$ cat src/design/spwf_pkg.sv
// ----------------------------------------------------------------------------
// spwf_pkg: shared types and constants of the sieve prime window filter
// Table geometry, register map, reset values and the types that pass between
// the bitmap engine and the query pipeline.
// ----------------------------------------------------------------------------
package spwf_pkg;

    // smallest r with r*r >= n; evaluated at elaboration only
    function automatic int ceil_sqrt(input int n);
        int r;
        r = 0;
        while (r * r < n) begin
            r = r + 1;
        end
        return r;
    endfunction

    localparam int TABLE_SIZE  = 131072;
    localparam int ADDR_W      = $clog2(TABLE_SIZE);
    // candidates i run from 2 while i*i < TABLE_SIZE
    localparam int SIEVE_LIMIT = ceil_sqrt(TABLE_SIZE);
    localparam int CAND_W      = $clog2(SIEVE_LIMIT + 1);
    // multiple counter must hold values up to TABLE_SIZE - 1 + SIEVE_LIMIT
    localparam int MULT_W      = ADDR_W + 1;

    localparam int NUM_W       = 32;
    localparam int CFG_W       = 17;
    localparam int CFG_IDX_W   = 1;
    localparam int OUT_W       = 8;

    localparam logic [CFG_IDX_W-1:0] REG_WINDOW_LOW  = 1'd0;
    localparam logic [CFG_IDX_W-1:0] REG_WINDOW_HIGH = 1'd1;

    localparam logic [CFG_W-1:0] WINDOW_LOW_RESET  = 17'd100;
    localparam logic [CFG_W-1:0] WINDOW_HIGH_RESET = 17'd5000;

    typedef enum logic [2:0] {
        ST_CLEAR,
        ST_READ,
        ST_CHECK,
        ST_MARK,
        ST_DONE
    } t_sieve_state;

    // lookup request from the query pipeline into the bitmap
    typedef struct packed {
        logic              en;
        logic [ADDR_W-1:0] addr;
    } t_lookup_req;

    // bitmap status toward the query pipeline
    typedef struct packed {
        logic ready;      // sieve finished, lookups allowed
        logic composite;  // registered read data of the last lookup
    } t_bitmap_status;

endpackage

$ cat src/design/spwf_query.sv
// ----------------------------------------------------------------------------
// spwf_query: query pipeline
// Issues the bitmap lookup, compares against the window and table bound,
// and holds the result in an output register for the master side.
// ----------------------------------------------------------------------------
module spwf_query (
    input  logic                          i_clk,
    input  logic                          i_rst_n,
    input  logic [spwf_pkg::CFG_W-1:0]    i_window_low,
    input  logic [spwf_pkg::CFG_W-1:0]    i_window_high,
    input  logic                          i_s_tvalid,
    output logic                          o_s_tready,
    input  logic [spwf_pkg::NUM_W-1:0]    i_s_tdata,
    output logic                          o_m_tvalid,
    input  logic                          i_m_tready,
    output logic [spwf_pkg::OUT_W-1:0]    o_m_tdata,
    output spwf_pkg::t_lookup_req         o_req,
    input  spwf_pkg::t_bitmap_status      i_status
);

    logic accept;
    logic advance;
    logic in_table;
    logic in_window;
    logic is_prime;

    logic r_s1_valid;
    logic r_s1_in_table;
    logic r_s1_in_window;

    logic r_out_valid;
    logic r_out_in_table;
    logic r_out_is_prime;
    logic r_out_selected;

    assign advance    = !r_out_valid || i_m_tready;
    assign o_s_tready = i_status.ready && (!r_s1_valid || advance);
    assign accept     = i_s_tvalid && o_s_tready;

    assign o_req.en   = accept;
    assign o_req.addr = i_s_tdata[spwf_pkg::ADDR_W-1:0];

    assign in_table  = i_s_tdata < spwf_pkg::NUM_W'(spwf_pkg::TABLE_SIZE);
    assign in_window = (i_s_tdata >= spwf_pkg::NUM_W'(i_window_low))
                    && (i_s_tdata <= spwf_pkg::NUM_W'(i_window_high));

    // lookup stage
    always_ff @(posedge i_clk) begin
        if (!i_rst_n) begin
            r_s1_valid <= 1'b0;
        end else if (accept) begin
            r_s1_valid <= 1'b1;
        end else if (advance) begin
            r_s1_valid <= 1'b0;
        end
    end

    always_ff @(posedge i_clk) begin
        if (accept) begin
            r_s1_in_table  <= in_table;
            r_s1_in_window <= in_window;
        end
    end

    assign is_prime = r_s1_in_table && !i_status.composite;

    // output register
    always_ff @(posedge i_clk) begin
        if (!i_rst_n) begin
            r_out_valid <= 1'b0;
        end else if (advance) begin
            r_out_valid <= r_s1_valid;
        end
    end

    always_ff @(posedge i_clk) begin
        if (advance && r_s1_valid) begin
            r_out_in_table <= r_s1_in_table;
            r_out_is_prime <= is_prime;
            r_out_selected <= is_prime && r_s1_in_window;
        end
    end

    assign o_m_tvalid = r_out_valid;
    assign o_m_tdata  = {{(spwf_pkg::OUT_W - 3){1'b0}},
                         r_out_selected, r_out_is_prime, r_out_in_table};

endmodule

$ cat config.mk
export PLATFORM = sky130hd
export DESIGN_NAME = spwf_query
export DESIGN_NICKNAME = d
export VERILOG_FILES = /design/src/design/spwf_pkg.sv /design/src/design/spwf_query.sv
export SDC_FILE = /design/constraint.sdc
export NUM_CORES = 1
export LEC_CHECK = 0
export ABC_AREA = 1
export BUFFER_PORTS_ARGS = -buffer_cell sky130_fd_sc_hd__buf_2
export CAP_MARGIN = 40
export CORE_MARGIN = 2
export CORE_UTILIZATION = 45
export CTS_CLUSTER_SIZE = 20
export DETAILED_ROUTE_END_ITERATION = 8
export HOLD_SLACK_MARGIN = 0.08
export PLACE_DENSITY = 0.87
export SLEW_MARGIN = 20
export SYNTH_ARGS = -nofsm -noshare
export SYNTH_HDL_FRONTEND = slang
export SYNTH_SLANG_ARGS = --single-unit
$ cat constraint.sdc
create_clock -name i_clk -period 2.2 [get_ports i_clk]
set_input_delay 0.22 -clock i_clk [delete_from_list [all_inputs] [get_ports i_clk]]
set_output_delay 0.22 -clock i_clk [all_outputs]
set_load 0.005 [all_outputs]
==> impl_metrics.xml, run 1 <==
<?xml version="1.0" encoding="UTF-8"?>
<metrics>
  <group name="pwr">
    <metric name="power_per_cell_area" unit="mW/mm2">279.2</metric>
    <metric name="total_leakage_power" unit="nW">1.201</metric>
    <metric name="irDropWorstVdd" unit="mV">0.1162</metric>
  </group>
  <group name="synth">
    <metric name="synth_top_cell_by_area" unit="">ha_1</metric>
    <metric name="netlist.area_leader.share" unit="">0.2962</metric>
    <metric name="yosys_warnings" unit="">0</metric>
    <metric name="syn_inst" unit="">212</metric>
    <metric name="synth_sequential_area_ratio" unit="">0.1324</metric>
    <metric name="yosys-top-cells-area" unit="">ha_1 (30%), buf_4 (14%), inv_1 (12%)</metric>
    <metric name="post_synth.cell_area_avg" unit="um2">6.775</metric>
    <metric name="mappedNetlistArea" unit="mm2">0.001436</metric>
    <metric name="postSynthRegisterBits" unit="">7</metric>
    <metric name="ys_types" unit="">25</metric>
  </group>
  <group name="critical_path">
    <metric name="critPathCaptureType" unit="">output pin</metric>
    <metric name="critical_path.max_stage_delay" unit="ps">310</metric>
    <metric name="worstRegToRegCells" unit="">5</metric>
    <metric name="crit_required" unit="ps">1980</metric>
    <metric name="critical_path_class" unit="">reg2out</metric>
    <metric name="critical_path.max_fanout" unit="">4</metric>
    <metric name="ff2ff_setup_slack" unit="ps">1100</metric>
    <metric name="cp-start-kind" unit="">flop</metric>
    <metric name="regToRegEndpoint" unit="">r_s1_in_table$_DFFE_PP_</metric>
    <metric name="cp_cell_sequence" unit="">nand2_1, nor2_1, inv_1, nand2_1, nor2_1, buf_2</metric>
    <metric name="regToRegStartpoint" unit="">o_m_tvalid$_SDFFE_PN0N_</metric>
    <metric name="cp_data_arrival_time" unit="ps">1200</metric>
    <metric name="cp_slowest_cell" unit="">dfxtp_1</metric>
  </group>
  <group name="worst_hold_path">
    <metric name="hold_start" unit="">i_rst_n</metric>
    <metric name="hold_path_end" unit="">r_s1_valid$_SDFFE_PN0P_</metric>
    <metric name="worst_hold_path.num_cells" unit="">3</metric>
    <metric name="worst_hold_path_type" unit="">in2reg</metric>
  </group>
  <group name="cells_and_area">
    <metric name="layout_commonest_cell" unit="">buf_2</metric>
    <metric name="insertedDiodeCount" unit="">0</metric>
    <metric name="final_cell_mix" unit="">buf_2 (94), inv_1 (46), nand2_1 (43)</metric>
    <metric name="final_layout_size_suffix_gt1_frac" unit="">0.3646</metric>
    <metric name="finish.net_count" unit="">395</metric>
    <metric name="final.fill_count" unit="">312</metric>
    <metric name="flow.area_growth_from_synthesis" unit="%">25.87</metric>
  </group>
  <group name="cts">
    <metric name="cts_buffers" unit="">3</metric>
    <metric name="insertion_delay" unit="ps">240</metric>
    <metric name="cts_htree_levels" unit="">1</metric>
    <metric name="clkTransAtPathRegs" unit="ps">50</metric>
    <metric name="clockBufferDepth" unit="">2</metric>
    <metric name="tritoncts" unit="">done</metric>
    <metric name="hold_buffers" unit="">0</metric>
    <metric name="clockRootBuffer" unit="">clkbuf_4</metric>
    <metric name="post_cts_resized" unit="">0</metric>
    <metric name="cts_setup_buffers" unit="">0</metric>
    <metric name="cts.sinks" unit="">7</metric>
  </group>
  <group name="global_route">
    <metric name="grt_overflow_total" unit="">0</metric>
    <metric name="aggregate_global_route_resource_usage" unit="">0.1599</metric>
    <metric name="grt_pass1_vias" unit="">1244</metric>
    <metric name="grt_pass1_wl" unit="um">4581</metric>
    <metric name="grt_max_degree" unit="">5</metric>
    <metric name="number_of_antenna_violations_at_the_first_check_in_global_routing" unit="">0</metric>
  </group>
  <group name="route">
    <metric name="met2WireLength" unit="um">1549</metric>
    <metric name="totalWireLength" unit="um">2862</metric>
    <metric name="detail_route.wirelength.met1" unit="um">1109</metric>
    <metric name="drt_first_iter_violations" unit="">25</metric>
    <metric name="drtPass1Iterations" unit="">4</metric>
    <metric name="route.detailed.vias_per_inst" unit="">4.310</metric>
    <metric name="post_drt_wl_per_cell" unit="um">8.620</metric>
    <metric name="routed-wl-met3" unit="um">203</metric>
    <metric name="detail-route-antenna-nets" unit="">0</metric>
    <metric name="vias" unit="">1431</metric>
    <metric name="highest-signal-layer" unit="">met3</metric>
    <metric name="drc" unit="">0</metric>
  </group>
  <group name="sta">
    <metric name="fin_setup_tns" unit="ps">0</metric>
    <metric name="setup_repair_after_global_routing_missed_its_margin" unit="">false</metric>
    <metric name="max_clock_freq" unit="GHz">0.7050</metric>
    <metric name="clock_skew" unit="ps">2.262</metric>
    <metric name="final_hold_viol_count" unit="">0</metric>
    <metric name="final_max_slew_viol_count" unit="">0</metric>
    <metric name="hold_ws" unit="ps">190.2</metric>
    <metric name="min_period_over_period" unit="">0.6447</metric>
    <metric name="finalCriticalPeriod" unit="ps">1418</metric>
    <metric name="finalSetupViolations" unit="">0</metric>
  </group>
  <group name="run_status">
    <metric name="status" unit="">complete, no violations</metric>
  </group>
  <group name="floorplanning">
    <metric name="rows" unit="">20</metric>
    <metric name="ios" unit="">100</metric>
    <metric name="core-area" unit="mm2">0.003053</metric>
    <metric name="area_enclosed_by_the_die_boundary" unit="mm2">0.003660</metric>
    <metric name="initial_utilization" unit="">0.4705</metric>
    <metric name="die_height" unit="um">60.50</metric>
    <metric name="die_width" unit="um">60.50</metric>
  </group>
  <group name="placement">
    <metric name="gp_congestion" unit="">0.8303</metric>
    <metric name="dp_hpwl" unit="um">2703</metric>
    <metric name="placement.io_buffers" unit="">94</metric>
  </group>
  <group name="run">
    <metric name="max-cap-violations" unit="">0</metric>
  </group>
</metrics>
-- cell families after synthesis --
family	count (synthesis)	share of synthesized area
flops	7	0.1324
buf+inv	77	0.2692
other cells	1	0.002611
simple gates	72	0.2195
fa+ha+maj	34	0.2962
compound gates	21	0.08015
-- cells in the mapped netlist, drive strengths merged --
| library cell | count |
|---|---|
| a21o | 1 |
| nor3 | 2 |
| o21bai | 1 |
| nor2 | 19 |
| nand4 | 3 |
| or3 | 1 |
| dfxtp | 2 |
| ha | 34 |
| conb | 1 |
| clkinv | 1 |
| a21boi | 1 |
| inv | 50 |
| a21oi | 14 |
| o21ai | 3 |
| edfxtp | 5 |
| nand2 | 43 |
| nand3 | 3 |
| o21a | 1 |
| buf | 26 |
| nor3b | 1 |
-- area by class of cell --
| class | count | area [um2] | area share |
|---|---|---|---|
| Multi-Input combinational cell | 132 | 874.6 | 0.4837 |
| Timing Repair Buffer | 94 | 470.5 | 0.2602 |
| Inverter | 51 | 191.4 | 0.1059 |
| Sequential cell | 7 | 190.2 | 0.1052 |
| Tap cell | 44 | 55.05 | 0.03045 |
| Clock buffer | 4 | 26.28 | 0.01453 |
-- registers in the layout (all words and copies together), names as in the netlist --
| signal | cells |
|---|---|
| r_out_in_table | 1 |
| o_m_tvalid | 1 |
| r_s1_valid | 1 |
| r_s1_in_window | 1 |
| r_s1_in_table | 1 |
| r_out_selected | 1 |
| r_out_is_prime | 1 |
-- worst max path at each step --
stage,startpoint,endpoint,slack (ps),cells after the start
finish,o_m_tvalid$_SDFFE_PN0N_,o_req[17],780,6
global route,o_m_tvalid$_SDFFE_PN0N_,o_req[17],650,6
CTS,o_m_tvalid$_SDFFE_PN0N_,o_req[17],740,6
detailed placement,i_s_tdata[7],r_s1_in_window$_DFFE_PP_,640,13
global placement,i_s_tdata[15],r_s1_in_window$_DFFE_PP_,640,13
floorplan,i_window_high[15],r_s1_in_window$_DFFE_PP_,860,13
-- worst max-delay path: cells and delay by family, from the launching register on --
family        cells  cell delay, ps
flops             1             310
simple gates      4             420
buf+inv           2             230
-- per-stage QoR --
step	utilization	instance area, um2	power, mW	setup WS, ps	cells
global route	0.5922	1808	0.5656	652.3	332
global placement	0.5836	1782	0.3907	643.6	328
finish	0.5922	1808	0.5049	781.6	332
floorplan	-	1451	0.3153	857.7	216
detailed placement	0.5836	1782	0.3986	643.4	328
CTS	0.5922	1808	0.5141	744.3	332
-- per-layer routing --
metal  GRT usage  vias to the layer above
li1            -                      781
met1      0.1723                      597
met2      0.3230                       53
met3     0.02345                        0
met4     0.03727                        0
met5           0                        -
-- power by group --
part / switching (mW) / total, mW / internal [mW]
registers: 0.00138 / 0.148 / 0.146
logic: 0.121 / 0.246 / 0.125
clock network: 0.0423 / 0.111 / 0.0689
total: 0.165 / 0.505 / 0.340
(Power assumes the default switching activity.)
==> inputs of run 2 (changes only) <==
ABC_AREA = 0   (was 1)
CORE_UTILIZATION = 41   (was 45)
PLACE_DENSITY = 0.82   (was 0.87)
clock period = 1.4 ns   (was 2.2 ns; I/O delays follow)
==> run 2 against run 1 <==
Clock power is 63% higher. Highest routed layer is now met4. Sequential power is 54% higher. Die area is 2.8% higher. Critical endpoint is now r_s1_in_window$_DFFE_PP_. Clock-buffer cell count stayed put. Combinational power is 89% higher.
==> impl_metrics.xml, run 2 <==
<?xml version="1.0" encoding="UTF-8"?>
<metrics>
  <group name="sta">
    <metric name="max_clock_freq" unit="GHz">0.7308</metric>
    <metric name="finalSetupViolations" unit="">0</metric>
    <metric name="setup_repair_after_global_routing_missed_its_margin" unit="">true</metric>
    <metric name="final_hold_viol_count" unit="">0</metric>
    <metric name="min_period_over_period" unit="">0.9774</metric>
    <metric name="finalCriticalPeriod" unit="ps">1368</metric>
    <metric name="final_max_slew_viol_count" unit="">0</metric>
    <metric name="hold_ws" unit="ps">105.8</metric>
    <metric name="clock_skew" unit="ps">2.445</metric>
  </group>
  <group name="run_status">
    <metric name="status" unit="">complete, no violations</metric>
  </group>
  <group name="cells_and_area">
    <metric name="flow.area_growth_from_synthesis" unit="%">45.13</metric>
    <metric name="finish.net_count" unit="">360</metric>
    <metric name="final_cell_mix" unit="">buf_2 (90), inv_1 (27), ha_1 (26)</metric>
    <metric name="insertedDiodeCount" unit="">0</metric>
    <metric name="finalNonFillerCells" unit="">297</metric>
    <metric name="final_layout_size_suffix_gt1_frac" unit="">0.5336</metric>
    <metric name="layout_commonest_cell" unit="">buf_2</metric>
  </group>
  <group name="synth">
    <metric name="ys_types" unit="">29</metric>
    <metric name="dominantRegCellSynth" unit="">edfxtp_1</metric>
    <metric name="ys_top_cells_by_count" unit="">ha_1 (34), inv_1 (34), buf_4 (26), a21oi_1 (11), nor2b_1 (6)</metric>
    <metric name="mappedNetlistArea" unit="mm2">0.001348</metric>
    <metric name="yosys-top-cells-area" unit="">ha_1 (32%), buf_4 (14%), edfxtp_1 (11%)</metric>
    <metric name="fraction_of_synthesis_flops_using_an_asynchronous_set_or_reset_pin" unit="">0</metric>
    <metric name="postSynthRegisterBits" unit="">7</metric>
    <metric name="netlist.area_leader.share" unit="">0.3157</metric>
    <metric name="syn_inst" unit="">166</metric>
    <metric name="synth_edf_count" unit="">5</metric>
    <metric name="yosys_warnings" unit="">0</metric>
    <metric name="synth_top_cell_by_area" unit="">ha_1</metric>
    <metric name="synth_sequential_area_ratio" unit="">0.1411</metric>
    <metric name="post_synth.cell_area_avg" unit="um2">8.118</metric>
  </group>
  <group name="critical_path">
    <metric name="critical_path.max_stage_delay" unit="ps">370</metric>
    <metric name="regToRegEndpoint" unit="">r_s1_in_window$_DFFE_PP_</metric>
    <metric name="cp-start-kind" unit="">primary input</metric>
    <metric name="critical_path_class" unit="">in2reg</metric>
    <metric name="cp_cell_sequence" unit="">buf_2, ha_4, a21oi_2, o21ai_0, a221o_1, a211oi_2, a211oi_2</metric>
    <metric name="regToRegStartpoint" unit="">o_m_tvalid$_SDFFE_PN0N_</metric>
    <metric name="cp_data_arrival_time" unit="ps">1360</metric>
    <metric name="cp_slowest_cell" unit="">a221o_1</metric>
    <metric name="critical_path.most_common_cell" unit="">a211oi_2</metric>
    <metric name="timing.critical_path.depth" unit="">7</metric>
    <metric name="worst-path-buf-inv" unit="">1</metric>
    <metric name="ff2ff_setup_slack" unit="ps">330</metric>
    <metric name="critPathTopFamily" unit="">compound AO/OA/AOI/OAI gates</metric>
    <metric name="worstRegToRegCells" unit="">3</metric>
    <metric name="crit_required" unit="ps">1390</metric>
    <metric name="critPathCaptureType" unit="">flop</metric>
    <metric name="critical_path.max_fanout" unit="">3</metric>
  </group>
  <group name="cts">
    <metric name="insertion_delay" unit="ps">250</metric>
    <metric name="cts_htree_levels" unit="">1</metric>
    <metric name="clkTransAtPathRegs" unit="ps">50</metric>
    <metric name="cts.sinks" unit="">7</metric>
    <metric name="clockRootBuffer" unit="">clkbuf_4</metric>
    <metric name="tritoncts" unit="">done</metric>
    <metric name="clockBufferDepth" unit="">2</metric>
    <metric name="cts_buffers" unit="">3</metric>
  </group>
  <group name="placement">
    <metric name="gp_congestion" unit="">0.7807</metric>
    <metric name="dp_hpwl" unit="um">2898</metric>
    <metric name="placement.io_buffers" unit="">94</metric>
    <metric name="placed_cells" unit="">292</metric>
  </group>
  <group name="worst_hold_path">
    <metric name="worst_hold_path_type" unit="">in2reg</metric>
    <metric name="hold_path_end" unit="">o_m_tvalid$_SDFFE_PN0N_</metric>
    <metric name="worst_hold_path.num_cells" unit="">2</metric>
    <metric name="hold_start" unit="">i_rst_n</metric>
  </group>
  <group name="pwr">
    <metric name="switching_share" unit="">0.3193</metric>
    <metric name="irDropWorstVdd" unit="mV">0.1751</metric>
    <metric name="share_clk_of_total_power" unit="">0.207</metric>
    <metric name="power_per_cell_area" unit="mW/mm2">447.8</metric>
    <metric name="total_leakage_power" unit="nW">1.111</metric>
    <metric name="share_seq_of_total_power" unit="">0.261</metric>
    <metric name="intPower" unit="mW">0.5961</metric>
    <metric name="power_share_of_the_combinational_group" unit="">0.532</metric>
    <metric name="post-layout-total-power" unit="mW">0.8757</metric>
    <metric name="power.net_switching" unit="mW">0.2796</metric>
  </group>
  <group name="floorplanning">
    <metric name="die_width" unit="um">61.33</metric>
    <metric name="core-area" unit="mm2">0.003078</metric>
    <metric name="die_height" unit="um">61.33</metric>
    <metric name="ios" unit="">100</metric>
    <metric name="initial_utilization" unit="">0.4378</metric>
    <metric name="area_enclosed_by_the_die_boundary" unit="mm2">0.003761</metric>
    <metric name="rows" unit="">20</metric>
  </group>
  <group name="route">
    <metric name="post_drt_wl_per_cell" unit="um">10.52</metric>
    <metric name="detail-route-antenna-nets" unit="">0</metric>
    <metric name="drtPass1Iterations" unit="">2</metric>
    <metric name="totalWireLength" unit="um">3124</metric>
    <metric name="vias" unit="">1372</metric>
    <metric name="drt_first_iter_violations" unit="">8</metric>
    <metric name="drc" unit="">0</metric>
    <metric name="route.detailed.vias_per_inst" unit="">4.620</metric>
  </group>
  <group name="global_route">
    <metric name="grt_max_degree" unit="">5</metric>
    <metric name="number_of_antenna_violations_at_the_first_check_in_global_routing" unit="">0</metric>
    <metric name="grt_pass1_wl" unit="um">4871</metric>
    <metric name="grt_pass1_vias" unit="">1321</metric>
    <metric name="aggregate_global_route_resource_usage" unit="">0.1722</metric>
    <metric name="grt_overflow_total" unit="">0</metric>
  </group>
  <group name="run">
    <metric name="max-cap-violations" unit="">0</metric>
  </group>
</metrics>
-- run 2: cell types whose count changed after synthesis, moves of 4 or more --
cell and delta:
inv_2 -4, inv_1 -12, nand2_1 -38, nor2_1 -16
nor2b_1 +6
-- run 2: worst max-delay path by stage --
stage                                     endpoint             start
after global routing      r_s1_in_window$_DFFE_PP_     i_s_tdata[15]
after detailed placement  r_s1_in_window$_DFFE_PP_      i_s_tdata[9]
after CTS                 r_s1_in_window$_DFFE_PP_  i_window_high[8]
final                     r_s1_in_window$_DFFE_PP_     i_s_tdata[15]
after global placement    r_s1_in_window$_DFFE_PP_      i_s_tdata[9]
after floorplan           r_s1_in_window$_DFFE_PP_     i_s_tdata[10]
-- run 2: worst reg2reg max path: stages, from the launching register on --
cell	delay, ps
dfxtp_1	300
nor2b_2	170
a21boi_2	150
and2_4	180
-- run 2: power groups by stage --
stage	combinational, mW	clock [mW]	sequential (mW)
2_1_floorplan	0.266	0	0.232
3_3_place_gp	0.431	0	0.232
3_5_place_dp	0.447	0	0.232
4_1_cts	0.464	0.190	0.228
5_1_grt	0.538	0.201	0.229
6_report	0.466	0.181	0.228
-- run 2: stage by stage --
| step | setup TNS [ps] | worst slack (ps) | utilization | instance area [um2] |
|---|---|---|---|---|
| after floorplan | -29.98 | -29.98 | - | 1473 |
| after global placement | -231.9 | -231.9 | 0.6102 | 1878 |
| after detailed placement | -294.1 | -294.1 | 0.6102 | 1878 |
| after CTS | 0 | 5.077 | 0.6321 | 1946 |
| after global routing | -79.90 | -79.90 | 0.6354 | 1956 |
| final | 0 | 31.67 | 0.6354 | 1956 |
-- run 2: logic make-up after synthesis --
logic type | Yosys count | synth area share
AO/OA/AOI/OAI | 30 | 0.1541
adder cells (fa/ha/maj) | 34 | 0.3157
buffers and inverters | 60 | 0.2396
flip-flops | 7 | 0.1411
other | 1 | 0.002783
AND/OR/NAND/NOR | 34 | 0.1467
-- run 2: what timing repair did --
action / CTS / global route
pin swaps: 0 / 1
endpoints found under the setup margin: 2 / 2
buffers inserted: 1 / 0
resized for setup: 11 / 6
hold endpoints to repair: 0 / 0
hold buffers: 0 / 0
-- run 2: final cells by class --
| type | count | area, um2 |
|---|---|---|
| fill | 274 | 1122 |
| multi-input combinational | 103 | 973.4 |
| timing repair buffer | 105 | 578.1 |
| sequential | 7 | 190.2 |
| inverter | 34 | 132.6 |
| tap | 44 | 55.05 |
| clock buffer | 4 | 26.28 |
-- run 2: per-layer routing --
layer / global-route usage / up-vias / wire (um)
met5: 0 / - / 0
li1: - / 719 / -
met3: 0.02311 / 4 / 241
met2: 0.3663 / 61 / 1680
met1: 0.1684 / 588 / 1170
met4: 0.04559 / 0 / 31
==> inputs of run 3 (changes only) <==
CORE_UTILIZATION = 42   (was 41)
CTS_BUF_LIST = sky130_fd_sc_hd__clkbuf_4 sky130_fd_sc_hd__clkbuf_8   (was not set)
PLACE_DENSITY = 0.84   (was 0.82)
==> run 3 against run 2 <==
Hold slack improved by 11 ps. Non-clock buffer count fell by 1. Critical endpoint unchanged. Clock skew barely moved. Worst setup slack got worse by 13 ps. Power fell by 1.6%. Flip-flop and latch count did not move. Combinational power fell by 3%. Sequential power barely moved. Design area fell by 0.58%.
==> impl_metrics.xml, run 3 (synthesized netlist as in run 2, its figures left out) <==
<?xml version="1.0" encoding="UTF-8"?>
<metrics>
  <group name="cts">
    <metric name="tritoncts" unit="">done</metric>
    <metric name="insertion_delay" unit="ps">250</metric>
    <metric name="hold_buffers" unit="">0</metric>
    <metric name="cts_setup_buffers" unit="">0</metric>
    <metric name="cts_buffers" unit="">3</metric>
    <metric name="clockRootBuffer" unit="">clkbuf_4</metric>
    <metric name="clockBufferDepth" unit="">2</metric>
    <metric name="clkTransAtPathRegs" unit="ps">60</metric>
    <metric name="cts.sinks" unit="">7</metric>
    <metric name="cts_htree_levels" unit="">1</metric>
  </group>
  <group name="floorplanning">
    <metric name="core-area" unit="mm2">0.003053</metric>
    <metric name="die_height" unit="um">60.65</metric>
    <metric name="initial_utilization" unit="">0.4414</metric>
    <metric name="area_enclosed_by_the_die_boundary" unit="mm2">0.003678</metric>
    <metric name="die_width" unit="um">60.65</metric>
    <metric name="ios" unit="">100</metric>
    <metric name="rows" unit="">20</metric>
  </group>
  <group name="critical_path">
    <metric name="critPathCaptureType" unit="">flop</metric>
    <metric name="cp_cell_sequence" unit="">buf_6, ha_4, and3_4, a221o_1, a31oi_1, o2111ai_1, a211oi_2</metric>
    <metric name="critical_path.max_fanout" unit="">2</metric>
    <metric name="cp_data_arrival_time" unit="ps">1470</metric>
    <metric name="critical_path_class" unit="">in2reg</metric>
    <metric name="cp_slowest_cell" unit="">a221o_1</metric>
    <metric name="cp-start-kind" unit="">primary input</metric>
    <metric name="critical_path.max_stage_delay" unit="ps">320</metric>
    <metric name="crit_required" unit="ps">1490</metric>
  </group>
  <group name="route">
    <metric name="detail-route-antenna-nets" unit="">0</metric>
    <metric name="vias" unit="">1358</metric>
    <metric name="drtPass1Iterations" unit="">4</metric>
    <metric name="drt_first_iter_violations" unit="">24</metric>
    <metric name="post_drt_wl_per_cell" unit="um">10.26</metric>
    <metric name="route.detailed.vias_per_inst" unit="">4.588</metric>
    <metric name="totalWireLength" unit="um">3036</metric>
    <metric name="drc" unit="">0</metric>
  </group>
  <group name="cells_and_area">
    <metric name="final_layout_size_suffix_gt1_frac" unit="">0.5198</metric>
    <metric name="final_cell_mix" unit="">buf_2 (89), inv_1 (28), ha_1 (26)</metric>
    <metric name="insertedDiodeCount" unit="">0</metric>
    <metric name="flow.area_growth_from_synthesis" unit="%">44.29</metric>
    <metric name="layout_commonest_cell" unit="">buf_2</metric>
    <metric name="final.fill_count" unit="">292</metric>
    <metric name="finish.net_count" unit="">359</metric>
  </group>
  <group name="sta">
    <metric name="final_hold_viol_count" unit="">0</metric>
    <metric name="fin_setup_tns" unit="ps">0</metric>
    <metric name="final_max_slew_viol_count" unit="">0</metric>
    <metric name="finalCriticalPeriod" unit="ps">1381</metric>
    <metric name="max_clock_freq" unit="GHz">0.7242</metric>
    <metric name="setup_repair_after_global_routing_missed_its_margin" unit="">true</metric>
    <metric name="min_period_over_period" unit="">0.9864</metric>
    <metric name="hold_ws" unit="ps">117.3</metric>
    <metric name="finalSetupViolations" unit="">0</metric>
    <metric name="clock_skew" unit="ps">2.579</metric>
    <metric name="post-route-worst-setup-slack" unit="ps">19.09</metric>
  </group>
  <group name="pwr">
    <metric name="total_leakage_power" unit="nW">1.109</metric>
    <metric name="irDropWorstVdd" unit="mV">0.2389</metric>
    <metric name="power_per_cell_area" unit="mW/mm2">443.0</metric>
  </group>
  <group name="run_status">
    <metric name="status" unit="">complete, no violations</metric>
  </group>
  <group name="placement">
    <metric name="placement.io_buffers" unit="">94</metric>
    <metric name="gp_congestion" unit="">0.7899</metric>
    <metric name="pre_cts_slack" unit="ps">-275.4</metric>
    <metric name="dp_hpwl" unit="um">2741</metric>
  </group>
  <group name="global_route">
    <metric name="number_of_antenna_violations_at_the_first_check_in_global_routing" unit="">0</metric>
    <metric name="grt_pass1_wl" unit="um">4809</metric>
    <metric name="grt_pass1_vias" unit="">1292</metric>
    <metric name="aggregate_global_route_resource_usage" unit="">0.1675</metric>
    <metric name="grt_overflow_total" unit="">0</metric>
    <metric name="grt_max_degree" unit="">6</metric>
  </group>
  <group name="run">
    <metric name="max-cap-violations" unit="">0</metric>
  </group>
  <group name="worst_hold_path">
    <metric name="worst_hold_path_type" unit="">in2reg</metric>
  </group>
</metrics>
==> run 3: path summary, 6_finish.rpt <==
path                                            endpoint  cells past startpoint  slack (ps)                    start
worst max-delay path            r_s1_in_window$_DFFE_PP_                      7          20            i_s_tdata[10]
worst min-delay path             o_m_tvalid$_SDFFE_PN0N_                      2         120                  i_rst_n
worst max register to register  r_s1_in_window$_DFFE_PP_                      3         300  o_m_tvalid$_SDFFE_PN0N_
worst min register to register  r_out_in_table$_DFFE_PP_                      0         440  r_s1_in_table$_DFFE_PP_
==> run 3: through the flow <==
step	power (mW)	cell area, um2	util	std cells
3_5_place_dp	0.6727	1878	0.6152	292
2_1_floorplan	0.4976	1473	-	170
6_report	0.8614	1944	0.6369	296
4_1_cts	0.8652	1929	0.6320	296
5_1_grt	0.9591	1944	0.6369	296
3_3_place_gp	0.6572	1878	0.6152	292
==> run 3: cell type report <==
class | instances | area (um2) | area share
Multi-Input combinational cell | 103 | 963.4 | 0.4955
Timing Repair Buffer | 104 | 573.1 | 0.2947
Sequential cell | 7 | 190.2 | 0.09781
Inverter | 34 | 135.1 | 0.06950
Tap cell | 44 | 55.05 | 0.02831
Clock buffer | 3 | 22.52 | 0.01158
Clock inverter | 1 | 5.005 | 0.002574
==> run 3: per-layer routing <==
layer | global-route usage | up-vias | wire [um]
met3 | 0.01706 | 2 | 161
met5 | 0 | - | 0
met1 | 0.1886 | 591 | 1214
met2 | 0.3349 | 49 | 1649
met4 | 0.03416 | 0 | 11
li1 | - | 716 | -
==> run 3: critical path, delay by kind of cell <==
| kind | cells | cell delay, ps |
|---|---|---|
| compound gates | 4 | 830 |
| fa+ha+maj | 1 | 230 |
| buf+inv | 1 | 100 |
| simple gates | 1 | 170 |
==> run 3: repair_timing <==
action / in CTS / in global routing
resized for setup: 8 / 6
endpoints found under the setup margin: 2 / 2
pin swaps: 1 / 1
cloned: 0 / 0
==> run 3: power breakdown <==
group          internal (mW)  switching (mW)
combinational          0.252           0.200
clock                  0.104          0.0771
sequential             0.226         0.00215
total                  0.582           0.279
